[src/rtl/core/socks5hs_pkg.sv]
// Package with the shared types and protocol constants of the SOCKS5 handshake parser.
package socks5hs_pkg;

    localparam int REPLY_BEATS = 10;
    localparam int GREET_BEATS = 2;
    localparam int BEAT_W      = $clog2(REPLY_BEATS);

    localparam logic       OP_BYTE  = 1'b0;
    localparam logic       OP_EVENT = 1'b1;

    localparam logic [7:0] SOCKS_VER     = 8'h05;
    localparam logic [7:0] METHOD_NOAUTH = 8'h00;
    localparam logic [7:0] METHOD_NONE   = 8'hFF;
    localparam logic [7:0] CMD_CONNECT   = 8'h01;
    localparam logic [7:0] ATYP_IPV4     = 8'h01;
    localparam logic [7:0] ATYP_DOMAIN   = 8'h03;
    localparam logic [7:0] ATYP_IPV6     = 8'h04;
    localparam logic [7:0] REP_OK        = 8'h00;
    localparam logic [7:0] REP_GENERAL   = 8'h01;
    localparam logic [7:0] REP_REFUSED   = 8'h05;
    localparam logic [7:0] REP_BAD_CMD   = 8'h07;
    localparam logic [7:0] REP_BAD_ATYP  = 8'h08;
    localparam logic [7:0] REPLY_ATYP    = 8'h01;
    localparam logic [7:0] LEN_IPV4      = 8'd4;
    localparam logic [7:0] LEN_IPV6      = 8'd16;

    localparam logic [1:0] KIND_STATUS = 2'd0;
    localparam logic [1:0] KIND_REPLY  = 2'd1;
    localparam logic [1:0] KIND_ADDR   = 2'd2;

    localparam logic [1:0] TK_IPV4   = 2'd0;
    localparam logic [1:0] TK_DOMAIN = 2'd1;
    localparam logic [1:0] TK_IPV6   = 2'd2;

    typedef enum logic [2:0] {
        PH_GREETING = 3'd0,
        PH_REQUEST  = 3'd1,
        PH_READY    = 3'd2,
        PH_DONE     = 3'd3,
        PH_FAILED   = 3'd4
    } t_phase;

    typedef enum logic [1:0] {
        BU_STATUS = 2'd0,
        BU_ADDR   = 2'd1,
        BU_GREET  = 2'd2,
        BU_REPLY  = 2'd3
    } t_burst;

    typedef struct packed {
        t_burst      burst;
        logic [7:0]  data;
        logic [7:0]  idx;
        t_phase      phase;
        logic [1:0]  tkind;
        logic [15:0] port;
    } t_desc;

endpackage

[src/rtl/core/socks5hs_if.sv]
// Valid/ready channel interfaces for the input items and the result items.
interface socks5hs_in_if;
    logic       valid;
    logic       ready;
    logic       op;
    logic [7:0] data_byte;
    logic       connect_ok;

    modport source (output valid, output op, output data_byte, output connect_ok, input ready);
    modport sink   (input valid, input op, input data_byte, input connect_ok, output ready);
endinterface

interface socks5hs_out_if;
    logic        valid;
    logic        ready;
    logic [1:0]  kind;
    logic [7:0]  out_byte;
    logic [7:0]  addr_index;
    logic        last;
    logic [2:0]  phase_now;
    logic [1:0]  target_kind;
    logic [15:0] dest_port;

    modport source (output valid, output kind, output out_byte, output addr_index,
                    output last, output phase_now, output target_kind, output dest_port,
                    input ready);
    modport sink   (input valid, input kind, input out_byte, input addr_index,
                    input last, input phase_now, input target_kind, input dest_port,
                    output ready);
endinterface

[src/rtl/core/socks5_connect_handshake_parser.sv]
// SOCKS5 server handshake parser: top level joining the parse stage and the result stage.
//
// Input channel i_req carries items: each is a client stream byte
// (op 0) or a connect outcome event (op 1). Output channel o_res carries the
// result items: status, reply bytes to the client and destination address bytes.
// Every item causes one result, two for the greeting answer, or ten for a full
// reply; the last one is flagged.
// An item accepted at one clock edge shows its first result after that edge.
// The parse state is updated at acceptance and the results wait in a single
// result register with a beat counter.
// Items that cause one result are taken one per cycle while the receiver is ready.
// An item that causes a burst holds the result register until the final result
// of the burst leaves, and the next item is taken in the cycle in which it leaves.
// When the receiver stalls, the result register holds its item and the input
// channel drops ready once the register cannot be freed in that cycle.
// Reset returns the parser to the greeting phase with all counters cleared and
// empties the result register.
module socks5_connect_handshake_parser
    import socks5hs_pkg::*;
(
    input  logic i_clk,
    input  logic i_rst_n,
    socks5hs_in_if.sink    i_req,
    socks5hs_out_if.source o_res
);

    t_desc w_desc;
    logic  w_ready;
    logic  w_accept;

    assign i_req.ready = w_ready;
    assign w_accept    = i_req.valid && w_ready;

    socks5hs_parse u_parse (
        .i_clk        (i_clk),
        .i_rst_n      (i_rst_n),
        .i_accept     (w_accept),
        .i_op         (i_req.op),
        .i_data_byte  (i_req.data_byte),
        .i_connect_ok (i_req.connect_ok),
        .o_desc       (w_desc)
    );

    socks5hs_emit u_emit (
        .i_clk   (i_clk),
        .i_rst_n (i_rst_n),
        .i_load  (w_accept),
        .i_desc  (w_desc),
        .o_ready (w_ready),
        .o_res   (o_res)
    );

endmodule

[src/rtl/core/socks5hs_parse.sv]
// Handshake state registers and the per-item parse logic that builds a result descriptor.
module socks5hs_parse
    import socks5hs_pkg::*;
(
    input  logic  i_clk,
    input  logic  i_rst_n,
    input  logic  i_accept,
    input  logic  i_op,
    input  logic  [7:0] i_data_byte,
    input  logic  i_connect_ok,
    output t_desc o_desc
);

    t_phase      r_phase,  n_phase;
    logic [8:0]  r_count,  n_count;
    logic [7:0]  r_first,  n_first;
    logic [7:0]  r_mtotal, n_mtotal;
    logic        r_noauth, n_noauth;
    logic [1:0]  r_akind,  n_akind;
    logic [7:0]  r_alen,   n_alen;
    logic [15:0] r_port,   n_port;

    logic [8:0]  w_next;
    logic [8:0]  w_mend;
    logic [8:0]  w_start;
    logic [8:0]  w_end;
    logic [8:0]  w_off;

    assign w_next  = r_count + 9'd1;
    assign w_mend  = {1'b0, r_mtotal} + 9'd1;
    assign w_start = (r_akind == TK_DOMAIN) ? 9'd5 : 9'd4;
    assign w_end   = w_start + {1'b0, r_alen};
    assign w_off   = r_count - w_start;

    always_comb begin
        n_phase  = r_phase;
        n_count  = r_count;
        n_first  = r_first;
        n_mtotal = r_mtotal;
        n_noauth = r_noauth;
        n_akind  = r_akind;
        n_alen   = r_alen;
        n_port   = r_port;
        o_desc.burst = BU_STATUS;
        o_desc.data  = 8'd0;
        o_desc.idx   = 8'd0;
        if (i_op == OP_BYTE) begin
            case (r_phase)
                PH_GREETING: begin
                    n_count = w_next;
                    if (r_count == 9'd0) begin
                        n_first = i_data_byte;
                    end else if (r_count == 9'd1) begin
                        if (r_first != SOCKS_VER) begin
                            n_phase = PH_FAILED;
                        end else begin
                            n_mtotal = i_data_byte;
                            n_noauth = 1'b0;
                            if (i_data_byte == 8'd0) begin
                                o_desc.burst = BU_GREET;
                                o_desc.data  = METHOD_NONE;
                                n_phase      = PH_FAILED;
                                n_count      = 9'd0;
                            end
                        end
                    end else begin
                        if (i_data_byte == METHOD_NOAUTH) begin
                            n_noauth = 1'b1;
                        end
                        if (r_count >= w_mend) begin
                            o_desc.burst = BU_GREET;
                            o_desc.data  = n_noauth ? METHOD_NOAUTH : METHOD_NONE;
                            n_phase      = n_noauth ? PH_REQUEST : PH_FAILED;
                            n_count      = 9'd0;
                        end
                    end
                end
                PH_REQUEST: begin
                    n_count = w_next;
                    if (r_count == 9'd0) begin
                        n_first = i_data_byte;
                    end else if (r_count == 9'd1) begin
                        n_mtotal = i_data_byte;
                    end else if (r_count == 9'd2) begin
                        n_mtotal = r_mtotal;
                    end else if (r_count == 9'd3) begin
                        if (r_first != SOCKS_VER) begin
                            o_desc.burst = BU_REPLY;
                            o_desc.data  = REP_GENERAL;
                            n_phase      = PH_FAILED;
                        end else if (r_mtotal != CMD_CONNECT) begin
                            o_desc.burst = BU_REPLY;
                            o_desc.data  = REP_BAD_CMD;
                            n_phase      = PH_FAILED;
                        end else if (i_data_byte == ATYP_IPV4) begin
                            n_akind = TK_IPV4;
                            n_alen  = LEN_IPV4;
                        end else if (i_data_byte == ATYP_IPV6) begin
                            n_akind = TK_IPV6;
                            n_alen  = LEN_IPV6;
                        end else if (i_data_byte == ATYP_DOMAIN) begin
                            n_akind = TK_DOMAIN;
                            n_alen  = 8'd0;
                        end else begin
                            o_desc.burst = BU_REPLY;
                            o_desc.data  = REP_BAD_ATYP;
                            n_phase      = PH_FAILED;
                        end
                    end else if (r_akind == TK_DOMAIN && r_count == 9'd4) begin
                        if (i_data_byte == 8'd0) begin
                            o_desc.burst = BU_REPLY;
                            o_desc.data  = REP_BAD_ATYP;
                            n_phase      = PH_FAILED;
                        end else begin
                            n_alen = i_data_byte;
                        end
                    end else if (r_count < w_end) begin
                        o_desc.burst = BU_ADDR;
                        o_desc.data  = i_data_byte;
                        o_desc.idx   = w_off[7:0];
                    end else begin
                        n_port = {r_port[7:0], i_data_byte};
                        if (r_count == w_end + 9'd1) begin
                            n_phase = PH_READY;
                            n_count = 9'd0;
                        end
                    end
                end
                default: begin
                    n_phase = r_phase;
                end
            endcase
        end else if (r_phase == PH_READY) begin
            o_desc.burst = BU_REPLY;
            o_desc.data  = i_connect_ok ? REP_OK : REP_REFUSED;
            n_phase      = i_connect_ok ? PH_DONE : PH_FAILED;
        end
        o_desc.phase = n_phase;
        o_desc.tkind = n_akind;
        o_desc.port  = (n_phase == PH_READY || n_phase == PH_DONE) ? n_port : 16'd0;
    end

    always_ff @(posedge i_clk) begin
        if (!i_rst_n) begin
            r_phase  <= PH_GREETING;
            r_count  <= 9'd0;
            r_first  <= 8'd0;
            r_mtotal <= 8'd0;
            r_noauth <= 1'b0;
            r_akind  <= TK_IPV4;
            r_alen   <= 8'd0;
            r_port   <= 16'd0;
        end else if (i_accept) begin
            r_phase  <= n_phase;
            r_count  <= n_count;
            r_first  <= n_first;
            r_mtotal <= n_mtotal;
            r_noauth <= n_noauth;
            r_akind  <= n_akind;
            r_alen   <= n_alen;
            r_port   <= n_port;
        end
    end

endmodule

[src/rtl/core/socks5hs_emit.sv]
// Result register that plays out one descriptor as one, two or ten result items.
module socks5hs_emit
    import socks5hs_pkg::*;
(
    input  logic  i_clk,
    input  logic  i_rst_n,
    input  logic  i_load,
    input  t_desc i_desc,
    output logic  o_ready,
    socks5hs_out_if.source o_res
);

    logic              r_valid;
    t_desc             r_desc;
    logic [BEAT_W-1:0] r_beat;
    logic              w_last;
    logic              w_take;
    logic [7:0]        w_reply;

    always_comb begin
        case (r_desc.burst)
            BU_GREET: w_last = (r_beat == BEAT_W'(GREET_BEATS - 1));
            BU_REPLY: w_last = (r_beat == BEAT_W'(REPLY_BEATS - 1));
            default:  w_last = 1'b1;
        endcase
        case (r_beat)
            BEAT_W'(0): w_reply = SOCKS_VER;
            BEAT_W'(1): w_reply = r_desc.data;
            BEAT_W'(3): w_reply = REPLY_ATYP;
            default:    w_reply = 8'h00;
        endcase
    end

    assign w_take  = r_valid && o_res.ready;
    assign o_ready = !r_valid || (w_take && w_last);

    assign o_res.valid       = r_valid;
    assign o_res.last        = w_last;
    assign o_res.phase_now   = r_desc.phase;
    assign o_res.target_kind = r_desc.tkind;
    assign o_res.dest_port   = r_desc.port;
    assign o_res.kind        = (r_desc.burst == BU_STATUS) ? KIND_STATUS :
                               (r_desc.burst == BU_ADDR)   ? KIND_ADDR : KIND_REPLY;
    assign o_res.out_byte    = (r_desc.burst == BU_STATUS) ? 8'h00 :
                               (r_desc.burst == BU_ADDR)   ? r_desc.data : w_reply;
    assign o_res.addr_index  = (r_desc.burst == BU_ADDR) ? r_desc.idx : 8'd0;

    always_ff @(posedge i_clk) begin
        if (!i_rst_n) begin
            r_valid <= 1'b0;
            r_beat  <= '0;
        end else if (i_load) begin
            r_valid <= 1'b1;
            r_beat  <= '0;
        end else if (w_take) begin
            if (w_last) begin
                r_valid <= 1'b0;
            end else begin
                r_beat <= r_beat + BEAT_W'(1);
            end
        end
    end

    always_ff @(posedge i_clk) begin
        if (i_load) begin
            r_desc <= i_desc;
        end
    end

endmodule

[src/flat_wrapper.sv]
// flat-port wrapper written by rule: the top's interface ports become plain ports
module socks5_connect_handshake_parser_flat import socks5hs_pkg::*;
  (i_clk, i_rst_n, i_req_valid, i_req_op, i_req_data_byte, i_req_connect_ok, i_req_ready, o_res_valid, o_res_kind, o_res_out_byte, o_res_addr_index, o_res_last, o_res_phase_now, o_res_target_kind, o_res_dest_port, o_res_ready);
  socks5hs_in_if i_req_i ();
  socks5hs_out_if o_res_i ();
  input  logic i_clk;
  input  logic i_rst_n;
  input wire logic [$bits(i_req_i.valid)-1:0] i_req_valid;
  input wire logic [$bits(i_req_i.op)-1:0] i_req_op;
  input wire logic [$bits(i_req_i.data_byte)-1:0] i_req_data_byte;
  input wire logic [$bits(i_req_i.connect_ok)-1:0] i_req_connect_ok;
  output wire logic [$bits(i_req_i.ready)-1:0] i_req_ready;
  output wire logic [$bits(o_res_i.valid)-1:0] o_res_valid;
  output wire logic [$bits(o_res_i.kind)-1:0] o_res_kind;
  output wire logic [$bits(o_res_i.out_byte)-1:0] o_res_out_byte;
  output wire logic [$bits(o_res_i.addr_index)-1:0] o_res_addr_index;
  output wire logic [$bits(o_res_i.last)-1:0] o_res_last;
  output wire logic [$bits(o_res_i.phase_now)-1:0] o_res_phase_now;
  output wire logic [$bits(o_res_i.target_kind)-1:0] o_res_target_kind;
  output wire logic [$bits(o_res_i.dest_port)-1:0] o_res_dest_port;
  input wire logic [$bits(o_res_i.ready)-1:0] o_res_ready;
  assign i_req_i.valid = i_req_valid;
  assign i_req_i.op = i_req_op;
  assign i_req_i.data_byte = i_req_data_byte;
  assign i_req_i.connect_ok = i_req_connect_ok;
  assign i_req_ready = i_req_i.ready;
  assign o_res_valid = o_res_i.valid;
  assign o_res_kind = o_res_i.kind;
  assign o_res_out_byte = o_res_i.out_byte;
  assign o_res_addr_index = o_res_i.addr_index;
  assign o_res_last = o_res_i.last;
  assign o_res_phase_now = o_res_i.phase_now;
  assign o_res_target_kind = o_res_i.target_kind;
  assign o_res_dest_port = o_res_i.dest_port;
  assign o_res_i.ready = o_res_ready;
  socks5_connect_handshake_parser u_core (.i_clk(i_clk), .i_rst_n(i_rst_n), .i_req(i_req_i), .o_res(o_res_i));
endmodule
[config.mk]
export PLATFORM = sky130hd
export DESIGN_NAME = socks5_connect_handshake_parser_flat
export DESIGN_NICKNAME = d
export VERILOG_FILES = /design/src/rtl/core/socks5hs_pkg.sv /design/src/rtl/core/socks5hs_if.sv /design/src/rtl/core/socks5_connect_handshake_parser.sv /design/src/rtl/core/socks5hs_parse.sv /design/src/rtl/core/socks5hs_emit.sv /design/src/flat_wrapper.sv
export SDC_FILE = /design/constraint.sdc
export NUM_CORES = 1
export LEC_CHECK = 0
export ABC_AREA = 1
export BUFFER_PORTS_ARGS = -buffer_cell sky130_fd_sc_hd__buf_2
export CAP_MARGIN = 20
export CORE_MARGIN = 5
export CORE_UTILIZATION = 30
export CTS_BUF_LIST = sky130_fd_sc_hd__clkbuf_4
export DETAILED_ROUTE_END_ITERATION = 6
export PLACE_DENSITY = 0.57
export SLEW_MARGIN = 20
export SYNTH_ARGS = -nofsm -noshare
export SYNTH_HDL_FRONTEND = slang
export SYNTH_SLANG_ARGS = --single-unit
[constraint.sdc]
create_clock -name i_clk -period 4.38 [get_ports i_clk]
set_input_delay 0.876 -clock i_clk [delete_from_list [all_inputs] [get_ports i_clk]]
set_output_delay 0.876 -clock i_clk [all_outputs]
set_load 0.005 [all_outputs]
# Yosys cells after proc, flatten, opt, wreduce, memory -nomap -nowiden
# Index checks and enable logic that the tools add are counted.
dict set report classes {
  n_eq_ne 31
  mux 110
  n_reduce_logical 26
  add_sub_neg 6
  bitwise_logic 8
  magnitude_cmp 2
}
# op n
set ops {}
lappend ops {{8-bit 2-to-1 mux} 19}
lappend ops {{10-bit 2-to-1 mux} 15}
lappend ops {{16-bit 2-to-1 mux} 8}
lappend ops {{9-bit 2-to-1 mux} 12}
lappend ops {{3-bit 2-to-1 mux} 22}
lappend ops {{18-bit 2-to-1 mux} 3}
lappend ops {{2-bit 2-to-1 mux} 13}
lappend ops {{8-bit one-hot mux with 3 select lines} 1}
lappend ops {{10-bit one-hot mux with 2 select lines} 1}
lappend ops {{9-bit by 1-bit adder with 9-bit output (second input constant)} 2}
lappend ops {{9-bit by 2-bit == test with 1-bit output (second input constant)} 2}
lappend ops {{9-bit one-hot mux with 2 select lines} 1}
lappend ops {{17-bit 2-to-1 mux} 1}
lappend ops {{2-bit != test (second input constant)} 8}
lappend ops {{8-bit one-hot mux with 2 select lines} 1}
lappend ops {{1-bit 2-to-1 mux} 11}
lappend ops {{11-bit AND reduction} 1}
lappend ops {{3-bit by 8-bit adder with 9-bit output} 1}
lappend ops {{8-bit by 1-bit adder with 9-bit output (second input constant)} 1}
lappend ops {{3-bit by 2-bit == test with 1-bit output (second input constant)} 3}
lappend ops {{9-bit by 1-bit == test with 1-bit output (second input constant)} 1}
lappend ops {{9-bit by 3-bit == test with 1-bit output (second input constant)} 1}
lappend ops {{9-bit == test} 1}
lappend ops {{9-bit >= comparator} 1}
lappend ops {{35 further kinds} 53}
dict set report word_totals {
  inputBits 14
  register_bits 99
}

# Logic depth before layout (Yosys ltp)
# Gate-level depths: netlist of run 1.
dict set report logic_depth {
  word_depth 16
  depth_mapped 26
  mapped_depth_nobuf 25
}

# Hierarchy
# A second synthesis of run 1 with hierarchy kept.
dict set report unflattened {
  cells_unflattened 847
  hier_area_um2 6491.2
}
# module area_per_inst_um2 instances cells_each
set modules_own_cells {}
lappend modules_own_cells {socks5hs_parse 4600.7 1 692}
lappend modules_own_cells {socks5hs_emit 1883.1 1 153}
lappend modules_own_cells {socks5_connect_handshake_parser 7.5 1 2}

# Least setup slack after synthesis of run 1
# No wires, ideal clock.
dict set report synth_path {
  path_type {reg-to-reg}
  from {register u_core.u_parse.r_akind[0]}
  to {register u_core.u_emit.r_desc (netlist bit u_core.u_emit.o_res.dest_port[5]) (data pin)}
  setup_time_ns 0.135
  arrival_time_ns 2.932
  path_stages_with_launch 25
  required_time_ns 4.245
  path_slack_ns 1.313
  synth_period_minus_slack_ns 3.067
  path_cell_list {dfxtp_1 > inv_1 > nor2_1 > ha_1 > ha_1 > nor2_1 > nor2_1 > nand3_1 > nand2_2 > ha_1 > nand2_1 > nor3_1 > nand3b_1 > o2111ai_1 > nand2_1 > nor2_2 > nand3_2 > nand2_1 > nand2_1 > nand2_1 > nand3_1 > nand2_2 > nand2_4 > buf_6 > nor2_2}
}
dict set report synth_between {
  elab_chain_len 16
}
# element line_no
set synth_rtl {}
lappend synth_rtl {{start, declared} socks5hs_parse.sv:19} ;# logic [1:0] r_akind, n_akind;
lappend synth_rtl {{start signal, assigned} socks5hs_parse.sv:159} ;# r_akind <= n_akind;
lappend synth_rtl {{2-bit by 1-bit == test with 1-bit output *} {socks5hs_parse.sv:31, socks5hs_parse.sv:109}}
lappend synth_rtl {{1-bit 2-to-1 mux} socks5hs_parse.sv:31} ;# assign w_start = (r_akind == TK_DOMAIN) ? 9'd5 : 9'd4;
lappend synth_rtl {{3-bit by 8-bit adder with 9-bit output} socks5hs_parse.sv:32} ;# assign w_end = w_start + {1'b0, r_alen};
lappend synth_rtl {{9-bit by 1-bit adder with 9-bit output} socks5hs_parse.sv:123} ;# if (r_count == w_end + 9'd1) begin
lappend synth_rtl {{9-bit == test} socks5hs_parse.sv:123}
lappend synth_rtl {{3-bit 2-to-1 mux} socks5hs_parse.sv:123}
lappend synth_rtl {{3-bit 2-to-1 mux} socks5hs_parse.sv:117} ;# end else if (r_count < w_end) begin
lappend synth_rtl {{3-bit 2-to-1 mux} socks5hs_parse.sv:109} ;# end else if (r_akind == TK_DOMAIN && r_count == 9'd4) begin
lappend synth_rtl {{3-bit 2-to-1 mux} socks5hs_parse.sv:86} ;# end else if (r_count == 9'd3) begin
lappend synth_rtl {{3-bit 2-to-1 mux} socks5hs_parse.sv:84} ;# end else if (r_count == 9'd2) begin
lappend synth_rtl {{3-bit 2-to-1 mux} socks5hs_parse.sv:82} ;# end else if (r_count == 9'd1) begin
lappend synth_rtl {{3-bit 2-to-1 mux} socks5hs_parse.sv:80} ;# if (r_count == 9'd0) begin
lappend synth_rtl {{3-bit one-hot mux with 2 select lines} socks5hs_parse.sv:48} ;# case (r_phase)
lappend synth_rtl {{3-bit 2-to-1 mux} socks5hs_parse.sv:47} ;# if (i_op == OP_BYTE) begin
lappend synth_rtl {{3-bit by 2-bit == test with 1-bit output} socks5hs_parse.sv:140} ;# o_desc.port = (n_phase == PH_READY || n_phase == PH_DONE) ? n_port : 16'd0;
lappend synth_rtl {{1-bit logical OR} socks5hs_parse.sv:140}
lappend synth_rtl {{end signal, assigned} socks5hs_emit.sv:66} ;# r_desc <= i_desc;
lappend synth_rtl {{end, declared} socks5hs_emit.sv:14} ;# t_desc r_desc;
# Every way passes the cells marked *; elsewhere a longest branch is shown, timed or not.
# A chain may end at the register's enable or synchronous reset.

# Worst setup path in the final report of run 1
dict set report layout_path {
  from {register u_core.u_parse.r_akind[0]}
  to {register u_core.u_emit.r_desc (netlist bit u_core.u_emit.o_res.dest_port[10]) (data pin)}
}
# The elaborated chain is that of the path after synthesis.

==> results by stage, run 1 <==
Worst setup path:
- The worst setup path is launched from a flop.
- The longest individual stage delay on the worst path is 0.56 ns.
- STA puts the critical path data required time at 4.65 ns.
- Along the worst path, the maximum fanout reaches 32.
- The critical path is of the flop to flop type.
- Among all stages on the critical path, the largest delay is contributed by sky130_fd_sc_hd__nand3_2.
- The critical path contains buffers and inverters numbering 2 combined.
- At the worst endpoint, the arrival time is 3.88 ns.
- The signal on the critical path passes through inv_1 -> nor2_1 -> ha_1 -> ha_1 -> nor2_1 -> nor2_1 -> nand3_1 -> ha_1 -> inv_1 -> nor3_1 -> nand3b_1 -> o2111ai_1 -> nand3_2 -> o21ai_0 -> nor2_2.
- The endpoint kind of the worst setup timing path is a flop.
- In this design, the largest share of critical-path delay is due to simple AND/OR/NAND/NOR gates.

Floorplanning:
- The vertical die dimension is 152 um.
- For this configuration, the core starts out at a cell density of 0.302.
- 56 I/O pins were placed.
- The horizontal die dimension is 152 um.
- The floorplan core area is 20000 um^2.
- The full die area is 23100 um^2.
- The number of rows created at floorplan is 52.

Drt:
- The routed design has 15400 um of wire.
- For this run, the detailed router's first-pass iteration total came to 5.
- In the routed layout, each cell is associated on average with a via count of 4.70.
- In this run the remaining antenna-violating nets after routing total 0.
- The DRC violations left is 0.
- The final route contains 5274 vias.
- For this block, the initial DRC count from the detailed router was 368.
- The routed length per placed instance is 13.7 um.

STA:
- Setup repair after global routing left no endpoint under its margin.
- The highest achievable clock rate is 276 MHz.
- The ratio of final minimum period to clock period is 0.826.
- The max-slew violation count is 0.
- The time the worst path needs with I/O delays and setup is 3.62 ns.
- The final setup violation count is 0.
- The worst-margin pin slew is 0.983 ns.
- In this run the tightest slew margin relative to its limit is 0.343.
- Between clock sinks in the finished design, the worst skew comes to 0.0237 ns.
- Setup total negative slack on the finished layout was measured at 0 ns.
- The number of hold violations in the final report is 0.

Synthesis:
- The predominant post-synthesis flop cell is sky130_fd_sc_hd__dfxtp_1.
- A synthesized cell averages 7.45 um^2.
- The synthesized design contains 39 enable-type register cells.
- The total standard cell area after synthesis is 6060 um^2.
- The share of flip-flops with an asynchronous set or reset after synthesis is 0.
- The cell count after synthesis came out at 813.
- In this run, synthesis produced a sequential element count of 99.
- The netlist uses 42 different library cells.
- Of the synthesized area, sequential elements account for 0.391.
- The number of nets in the synthesized netlist is 860.
- The count of yosys warnings during synthesis is 0.

Power:
- The clock network power share is 0.299.
- The switching fraction of total power is 0.297.
- The cell internal power dissipation is 1.18 mW.
- In this run the static leakage power is 2.87 nW.
- The maximum VDD drop is 0.113 mV.
- The power density over the cells is 253 nW/um^2.
- The post-layout total power is 1.67 mW.
- The combinational group share of total power is 0.103.
- In this run the power spent charging and discharging nets is 0.498 mW.
- Of the total power, registers draw 0.598.

Layout:
- Of the cells placed in the final design, the portion with a size suffix greater than 1 is 0.138.
- The filler cell count in the final layout is 2166.
- The most common library cell in the layout ignoring fill and taps is sky130_fd_sc_hd__nand2_1.
- The area added between synthesis and finish is 9.25%.
- The net count of the finished layout is 892.
- The top cell types in the final layout, fill and taps aside, are sky130_fd_sc_hd__nand2_1 (135), sky130_fd_sc_hd__inv_1 (117), sky130_fd_sc_hd__nor2_1 (106).

Clock network:
- Post-CTS repair changed the size of 0 cells.
- After clock tree synthesis, the clock-pin slew on the worst setup and hold paths is 0.17 ns.
- The root buffer cell chosen for the clock tree is sky130_fd_sc_hd__clkbuf_4.
- The longest clock path from root to sink contains 2 buffers.
- Counting every sink on the clock net gives 99.
- TritonCTS built the clock tree.
- The number of buffers inserted by post-CTS setup repair is 0.
- The number of buffers inserted for hold repair after clock tree synthesis is 0.
- CTS built an H-tree with a depth of 3.
- Clock latency on the worst-skew pair, taken at its later pin, is 0.50 ns.
- The number of buffers created by CTS is 9.

Worst hold path:
- The kind of path behind the tightest hold check is flop to flop.

Run status:
- The flow ran to the end, and the final reports show no timing, DRC or antenna violations.

GRT:
- The number of antenna violations at the first check in global routing is 1.
- In the global route stage, overall resource usage came out at 0.133.
- The number of global-route vias before repair came to 4962.
- Entering global routing, the biggest net connects 40 pins.
- Summed over all layers, the global routing overflow is 0.
- The first global-routing pass estimated 25200 um of wire.

Flow run:
- The max-cap check violation count is 0.

Placed design:
- Detailed placement finished with a half-perimeter wire length of 11800 um.
- During placement, the flow inserted port buffers numbering 55.
- The last weighted congestion value of the routability-driven placer is 0.930.
==> metal layers <==
metal	vias up	routed length (um)	global-route usage	part of all wire
li1	2723	-	-	-
met1	2406	7140	0.173	0.46
met2	129	7090	0.217	0.46
met3	16	841	0.0319	0.055
met4	0	311	0.0415	0.020
met5	-	0	0	0
==> Yosys cell counts (2+ instances only) <==
cell type / count / area (um^2)
sky130_fd_sc_hd__xor2_1: 16 / 140
sky130_fd_sc_hd__nand2_1: 135 / 507
sky130_fd_sc_hd__nand2_2: 8 / 50.1
sky130_fd_sc_hd__o211ai_1: 2 / 15.0
sky130_fd_sc_hd__dfxtp_1: 60 / 1200
sky130_fd_sc_hd__clkbuf_1: 10 / 37.5
sky130_fd_sc_hd__nor4_1: 4 / 25.0
sky130_fd_sc_hd__nand4_1: 16 / 100
sky130_fd_sc_hd__nand3b_1: 5 / 37.5
sky130_fd_sc_hd__nor3_1: 14 / 70.1
sky130_fd_sc_hd__o21ai_1: 14 / 70.1
sky130_fd_sc_hd__inv_1: 117 / 439
sky130_fd_sc_hd__clkinv_1: 2 / 7.51
sky130_fd_sc_hd__a31oi_1: 4 / 25.0
sky130_fd_sc_hd__nor2_2: 14 / 87.6
sky130_fd_sc_hd__buf_4: 21 / 158
sky130_fd_sc_hd__xnor2_1: 2 / 17.5
sky130_fd_sc_hd__a211oi_1: 4 / 30.0
sky130_fd_sc_hd__nand3_1: 37 / 185
sky130_fd_sc_hd__nand2_4: 2 / 22.5
sky130_fd_sc_hd__a21oi_1: 46 / 230
sky130_fd_sc_hd__nand3_2: 2 / 20.0
sky130_fd_sc_hd__ha_1: 33 / 413
sky130_fd_sc_hd__o22ai_1: 18 / 113
sky130_fd_sc_hd__o21ai_0: 47 / 235
sky130_fd_sc_hd__o2111ai_1: 2 / 17.5
sky130_fd_sc_hd__a21boi_0: 2 / 15.0
sky130_fd_sc_hd__nor2_1: 106 / 398
sky130_fd_sc_hd__buf_2: 9 / 45.0
sky130_fd_sc_hd__inv_2: 6 / 22.5
sky130_fd_sc_hd__nor3b_1: 3 / 22.5
sky130_fd_sc_hd__edfxtp_1: 39 / 1170
sky130_fd_sc_hd__nor2_4: 4 / 45.0
==> layout make-up <==
| cell class | count | area, um^2 | share of cell area |
|---|---|---|---|
| tap | 270 | 338 | 0.0510 |
| antenna | 1 | 2.50 | 0.000378 |
| clock buffer | 9 | 67.6 | 0.0102 |
| multi-input combinational | 548 | 2970 | 0.448 |
| timing repair buffer | 62 | 328 | 0.0495 |
| sequential | 99 | 2370 | 0.358 |
| inverter | 125 | 469 | 0.0709 |
| clock inverter | 7 | 76.3 | 0.0115 |
==> registers in the layout, summed over array words and instances, names as in the netlist <==
register and cells:
u_core.u_emit.o_res.valid 1, u_core.u_emit.r_desc 18, u_core.u_parse.r_akind 2, u_core.u_parse.r_count 9, u_core.u_parse.r_alen 8, u_core.u_parse.r_first 8
u_core.u_parse.r_noauth 1, u_core.u_parse.r_port 16, u_core.u_parse.r_mtotal 8, u_core.u_emit.o_res.target_kind 2, u_core.u_emit.r_beat 4, u_core.u_emit.o_res.phase_now 3
u_core.u_parse.r_phase 3, u_core.u_emit.o_res.dest_port 16
==> path summary, 6_finish.rpt <==
path,slack [ns],cells past startpoint,start,endpoint
setup / recovery,0.76,15,u_core.u_parse.r_akind[0],u_core.u_emit.o_res.dest_port[10]
hold reg to reg,0.48,2,u_core.u_parse.r_first[0],u_core.u_parse.r_first[0]
hold / removal,0.48,2,u_core.u_parse.r_first[0],u_core.u_parse.r_first[0]
setup reg to reg,0.76,15,u_core.u_parse.r_akind[0],u_core.u_emit.o_res.dest_port[10]
==> per-stage QoR <==
step / hold slack, ns / std cells / worst slack [ns] / cell area (um^2) / util
after detailed placement: 0.461 / 1104 / 0.769 / 6470 / 0.323
after CTS: 0.481 / 1120 / 0.740 / 6620 / 0.330
after floorplan: 0.431 / 813 / 1.31 / 6060 / -
final: 0.477 / 1121 / 0.763 / 6620 / 0.330
after global routing: 0.514 / 1121 / 0.285 / 6620 / 0.330
after global placement: 0.453 / 1104 / 0.849 / 6470 / 0.323
==> kinds of logic after synthesis <==
group                    count (synthesis)  share of synthesized area
adder cells (fa/ha/maj)                 33                     0.0681
AND/OR/NAND/NOR                        352                      0.262
XOR/XNOR                                18                     0.0260
AO/OA/AOI/OAI                          145                      0.133
flip-flops                              99                      0.391
buffers and inverters                  166                      0.119
==> power groups by stage <==
stage          registers [mW]  clock network (mW)  logic (mW)
2_1_floorplan            1.02                   0       0.118
3_3_place_gp             1.02                   0       0.173
3_5_place_dp             1.02                   0       0.172
4_1_cts                  1.00               0.521       0.173
5_1_grt                  1.01               0.556       0.193
6_report                 1.00               0.501       0.172
==> worst min-delay path, stage by stage (launching register included) <==
cell                      delay [ns]
sky130_fd_sc_hd__dfxtp_1        0.33
sky130_fd_sc_hd__inv_1          0.07
sky130_fd_sc_hd__a21oi_1        0.06
Note: power is estimated with default switching activity, not from simulation.
==> run 2: changes to the inputs <==
--- a/config.mk
+++ b/config.mk
@@ -5,7 +5,7 @@
 export SDC_FILE = /design/constraint.sdc
 export NUM_CORES = 1
 export LEC_CHECK = 0
-export ABC_AREA = 1
+export ABC_AREA = 0
 export BUFFER_PORTS_ARGS = -buffer_cell sky130_fd_sc_hd__buf_2
 export CAP_MARGIN = 20
 export CORE_MARGIN = 5
==> constraint.sdc (replaced) <==
create_clock -name i_clk -period 3.8 [get_ports i_clk]
set_input_delay 0.76 -clock i_clk [delete_from_list [all_inputs] [get_ports i_clk]]
set_output_delay 0.76 -clock i_clk [all_outputs]
set_load 0.005 [all_outputs]
==> run 2 against run 1 <==
Non-clock buffer count grew 24. Die area rose by 7.2%. Sequential share of layout area down 3.1 points. Routed wire length grew 6.9%. Global-route usage up 0.29 points. Total power increased by 21%. First-iteration DRC count shrank 18%. Combinational power is 18% higher. Design area increased by 9.3%. Largest power group unchanged. Highest routed layer is now met5.
==> results by stage, run 2 <==
STA:
- The worst-case hold slack was 0.472 ns (-0.00418 ns).
- The worst relative slew slack was 0.561 (+0.218).
- The number of hold violations in the final report is 0 (unchanged).
- The highest achievable clock rate is 279 MHz (+0.90%).
- The worst clock skew was 0.0348 ns (+0.0111 ns).
- The final setup violation count is 0 (unchanged).
- The setup TNS was 0 ns (unchanged).
- The time the worst path needs with I/O delays and setup is 3.58 ns (-0.0321 ns).
- The worst-margin pin slew is 0.658 ns (-0.325 ns).
- Setup repair after global routing left no endpoint under its margin.
- The max-slew violation count came to 0 (unchanged).
- The setup slack after layout came to 0.215 ns (-0.548 ns).
- The ratio of final minimum period to clock period is 0.943 (+0.118).

Worst setup path:
- The family with the most delay on the worst path is simple AND/OR/NAND/NOR gates.
- The launching element type of the critical path is a flop.
- The count of buffering cells on the critical path with inverters included is 1 (-1).
- The data arrival time at the worst-slack endpoint was 3.95 ns (+0.07 ns).
- The longest individual stage delay on the worst path came to 0.42 ns (-0.14 ns).
- The data required time at the worst endpoint is 4.16 ns (-0.49 ns).
- The worst setup path is captured at a flop.
- The highest fanout seen on the critical path is 15 (-53%).
- The critical path goes through nor2b_1 -> ha_1 -> ha_1 -> o2111ai_1 -> or2_2 -> ha_1 -> o2111a_1 -> o31ai_1 -> a21oi_1 -> nor2_1 -> nor4b_4 -> o221ai_4 -> buf_12 -> nor2_1.
- The most frequent cell on the critical path is sky130_fd_sc_hd__ha_1.
- The critical-path cell with the highest stage delay is sky130_fd_sc_hd__nor4b_4.
- The kind of critical path is flop to flop.

Layout:
- The final instance area is 7240 um^2 (+9.3%).
- The utilization after layout is 0.335 (+0.00442).
- The register name with the most flops is u_core.u_emit.r_desc.
- The area added between synthesis and finish is 10.9%.
- Leaving out fill and tap cells, the most frequent cell in the layout is sky130_fd_sc_hd__nand2_1.
- The fraction of layout cells with a size suffix above 1 is 0.204 (+0.0664).
- In the layout the commonest cells are sky130_fd_sc_hd__nand2_1 (79), sky130_fd_sc_hd__dfxtp_1 (60), sky130_fd_sc_hd__buf_2 (55).
- The total number of nets in the final design is 787 (-12%).
- The final cell count without fillers is 1026 (-8.5%).
- The flip-flop count of the largest register, all copies and words added came to 18 (unchanged).
- The filler cell count in the final layout is 2246 (+3.7%).

Placed design:
- The placed standard-cell area is 7040 um^2 (+8.7%).
- The number of port buffers is 55 (unchanged).
- The number of instances in the placed design is 1007 (-8.8%).
- The sum of net half-perimeters after detailed placement is 12400 um (+4.9%).
- The last weighted congestion value of the routability-driven placer is 0.843 (-9.4%).
- The setup slack at placement was 0.164 ns (-0.605 ns).

Floorplanning:
- The horizontal die dimension is 157 um (+3.5%).
- The initial standard-cell utilization of the core is 0.302 (-0.000591).
- The count of pins on the block boundary is 56 (unchanged).
- The full die area came to 24800 um^2 (+7.2%).
- The vertical die dimension is 157 um (+3.5%).
- The floorplan core area came to 21600 um^2 (+7.9%).
- The number of rows created at floorplan came to 54 (+3.8%).

Clock network:
- The later-pin clock latency in the skew report is 0.51 ns (about the same).
- The number of buffers created by CTS came to 9 (unchanged).
- The number of H-tree branching levels is 3 (unchanged).
- The clock slew at the register clock pins of the worst setup and hold paths came to 0.18 ns (about the same).
- The sink count of the clock tree is 99 (unchanged).
- The number of buffers inserted for hold repair after clock tree synthesis is 0 (unchanged).
- TritonCTS built the clock tree.
- In this run the clock root is driven by a sky130_fd_sc_hd__clkbuf_4.
- The buffer depth of the longest clock path is 2 (unchanged).

GRT:
- The maximum number of pins on one net before global-route repair is 43 (+7.5%).
- The global-route wire length before repair came to 26600 um (+5.9%).
- The global-route usage over all layers was 0.135 (+0.00289).
- The number of global-route vias before repair is 4961 (-0.020%).
- The sum of overflow across all layers after global routing came to 0 (unchanged).
- The number of antenna violations at the first check in global routing is 2 (+1).

Synthesis:
- The total of flip-flops plus latches after synthesis is 99 (unchanged).
- sky130_fd_sc_hd__nand2_1 is the most common cell in the netlist.
- In the post-synthesis netlist, the biggest area contributors are sky130_fd_sc_hd__dfxtp_1 (18%), sky130_fd_sc_hd__edfxtp_1 (18%), sky130_fd_sc_hd__ha_1 (6.3%), sky130_fd_sc_hd__mux2i_1 (5.2%), sky130_fd_sc_hd__nand2_1 (4.6%).
- The share of flip-flops with an asynchronous set or reset after synthesis was 0 (unchanged).
- The total nets after synthesis came to 748 (-13%).
- The synthesized design spends more area on one cell type than any other, namely sky130_fd_sc_hd__dfxtp_1.
- The number of enable flip-flop cells after synthesis is 39 (unchanged).
- The count of yosys warnings during synthesis came to 0 (unchanged).
- The predominant post-synthesis flop cell is sky130_fd_sc_hd__dfxtp_1.
- The total standard cell area after synthesis is 6530 um^2 (+7.7%).
- The share of the synthesized area in the top cell type was 0.184 (-0.0141).
- The sequential element share of the synthesized area was 0.364 (-0.0279).
- The number of cells produced by synthesis is 701 (-14%).
- Ranked by instance count, the synthesized netlist is headed by sky130_fd_sc_hd__nand2_1 (80), sky130_fd_sc_hd__dfxtp_1 (60), sky130_fd_sc_hd__edfxtp_1 (39).
- The mean cell area of the mapped netlist was 9.31 um^2 (+25%).
- The number of distinct standard cells referenced by the synthesized netlist is 87 (+110%).

Drt:
- The number of iterations in the first detailed-routing pass is 5 (unchanged).
- The post-detailed-route via-to-cell ratio is 5.02 (+6.7%).
- The number of antenna-violating nets in the routed design is 0 (unchanged).
- The final wirelength is 16400 um (+6.9%).
- The number of DRC markers after the initial detailed-route iteration is 303 (-18%).
- The detailed-route via count came to 5149 (-2.4%).
- The routed length per placed instance is 16.0 um (+17%).
- The DRC violations left is 0 (unchanged).

Flow run:
- The max-cap check violation count is 0 (unchanged).

Power:
- The post-layout total power is 2.03 mW (+21%).
- The power density over the cells came to 280 nW/um^2 (+11%).
- The static leakage came to 2.74 nW (-4.5%).
- The maximum VDD drop is 0.113 mV (-0.29%).

Worst hold path:
- The kind of path behind the tightest hold check is flop to flop.

Run status:
- The run finished with clean final reports.
==> run 2: power by group <==
| group | switching [mW] | total, mW | internal, mW | leakage (nW) |
|---|---|---|---|---|
| Sequential | 0.0134 | 1.15 | 1.13 | 0.877 |
| Combinational | 0.125 | 0.203 | 0.0777 | 1.77 |
| Clock | 0.394 | 0.676 | 0.282 | 0.0933 |
==> run 2: cells by family (layout without fill, tap and decap cells) <==
family          count (synthesis)  after routing  share of synthesized area
simple gates                  278            278                      0.230
flops                          99             99                      0.364
xor+xnor                       36             36                     0.0506
other cells                     0              1                          0
compound gates                145            145                      0.177
fa+ha+maj                      33             33                     0.0633
mux                            35             35                     0.0539
buf+inv                        75            119                     0.0625
==> run 2: routing by layer <==
metal,track usage,share of wire
met5,0,0.00079
met4,0.0479,0.020
met3,0.0239,0.045
met2,0.226,0.48
met1,0.176,0.46
==> run 2: worst register-to-register path, cell delays in order, from the launching register on <==
cell	delay, ns
sky130_fd_sc_hd__dfxtp_1	0.36
sky130_fd_sc_hd__nor2b_1	0.27
sky130_fd_sc_hd__ha_1	0.21
sky130_fd_sc_hd__ha_1	0.17
sky130_fd_sc_hd__o2111ai_1	0.20
sky130_fd_sc_hd__or2_2	0.38
sky130_fd_sc_hd__ha_1	0.30
sky130_fd_sc_hd__o2111a_1	0.19
sky130_fd_sc_hd__o31ai_1	0.06
sky130_fd_sc_hd__a21oi_1	0.26
sky130_fd_sc_hd__nor2_1	0.14
sky130_fd_sc_hd__nor4b_4	0.42
sky130_fd_sc_hd__o221ai_4	0.17
sky130_fd_sc_hd__buf_12	0.18
sky130_fd_sc_hd__nor2_1	0.11
==> run 2: final timing paths <==
path	from	endpoint	slack, ns	depth (start not counted)
worst min-delay path	u_core.u_parse.r_port[14]	u_core.u_parse.r_port[14]	0.47	2
worst min register to register	u_core.u_parse.r_port[14]	u_core.u_parse.r_port[14]	0.47	2
worst max register to register	u_core.u_parse.r_akind[0]	u_core.u_emit.o_res.dest_port[4]	0.22	14
worst max-delay path	u_core.u_parse.r_akind[0]	u_core.u_emit.o_res.dest_port[4]	0.22	14
==> run 2: cell type report <==
class / count / area, um^2 / share of cell area
Multi-Input combinational cell: 527 / 3750 / 0.518
Sequential cell: 99 / 2370 / 0.328
Timing Repair Buffer: 86 / 533 / 0.0736
Tap cell: 280 / 350 / 0.0484
Clock inverter: 6 / 93.8 / 0.0130
Clock buffer: 10 / 75.1 / 0.0104
Inverter: 17 / 63.8 / 0.00882
Antenna cell: 1 / 2.50 / 0.000346
==> run 2: what timing repair did <==
item                                    CTS  global route
endpoints found under the setup margin    0            32
gates resized for setup                   0             1
buffers inserted                          0             1
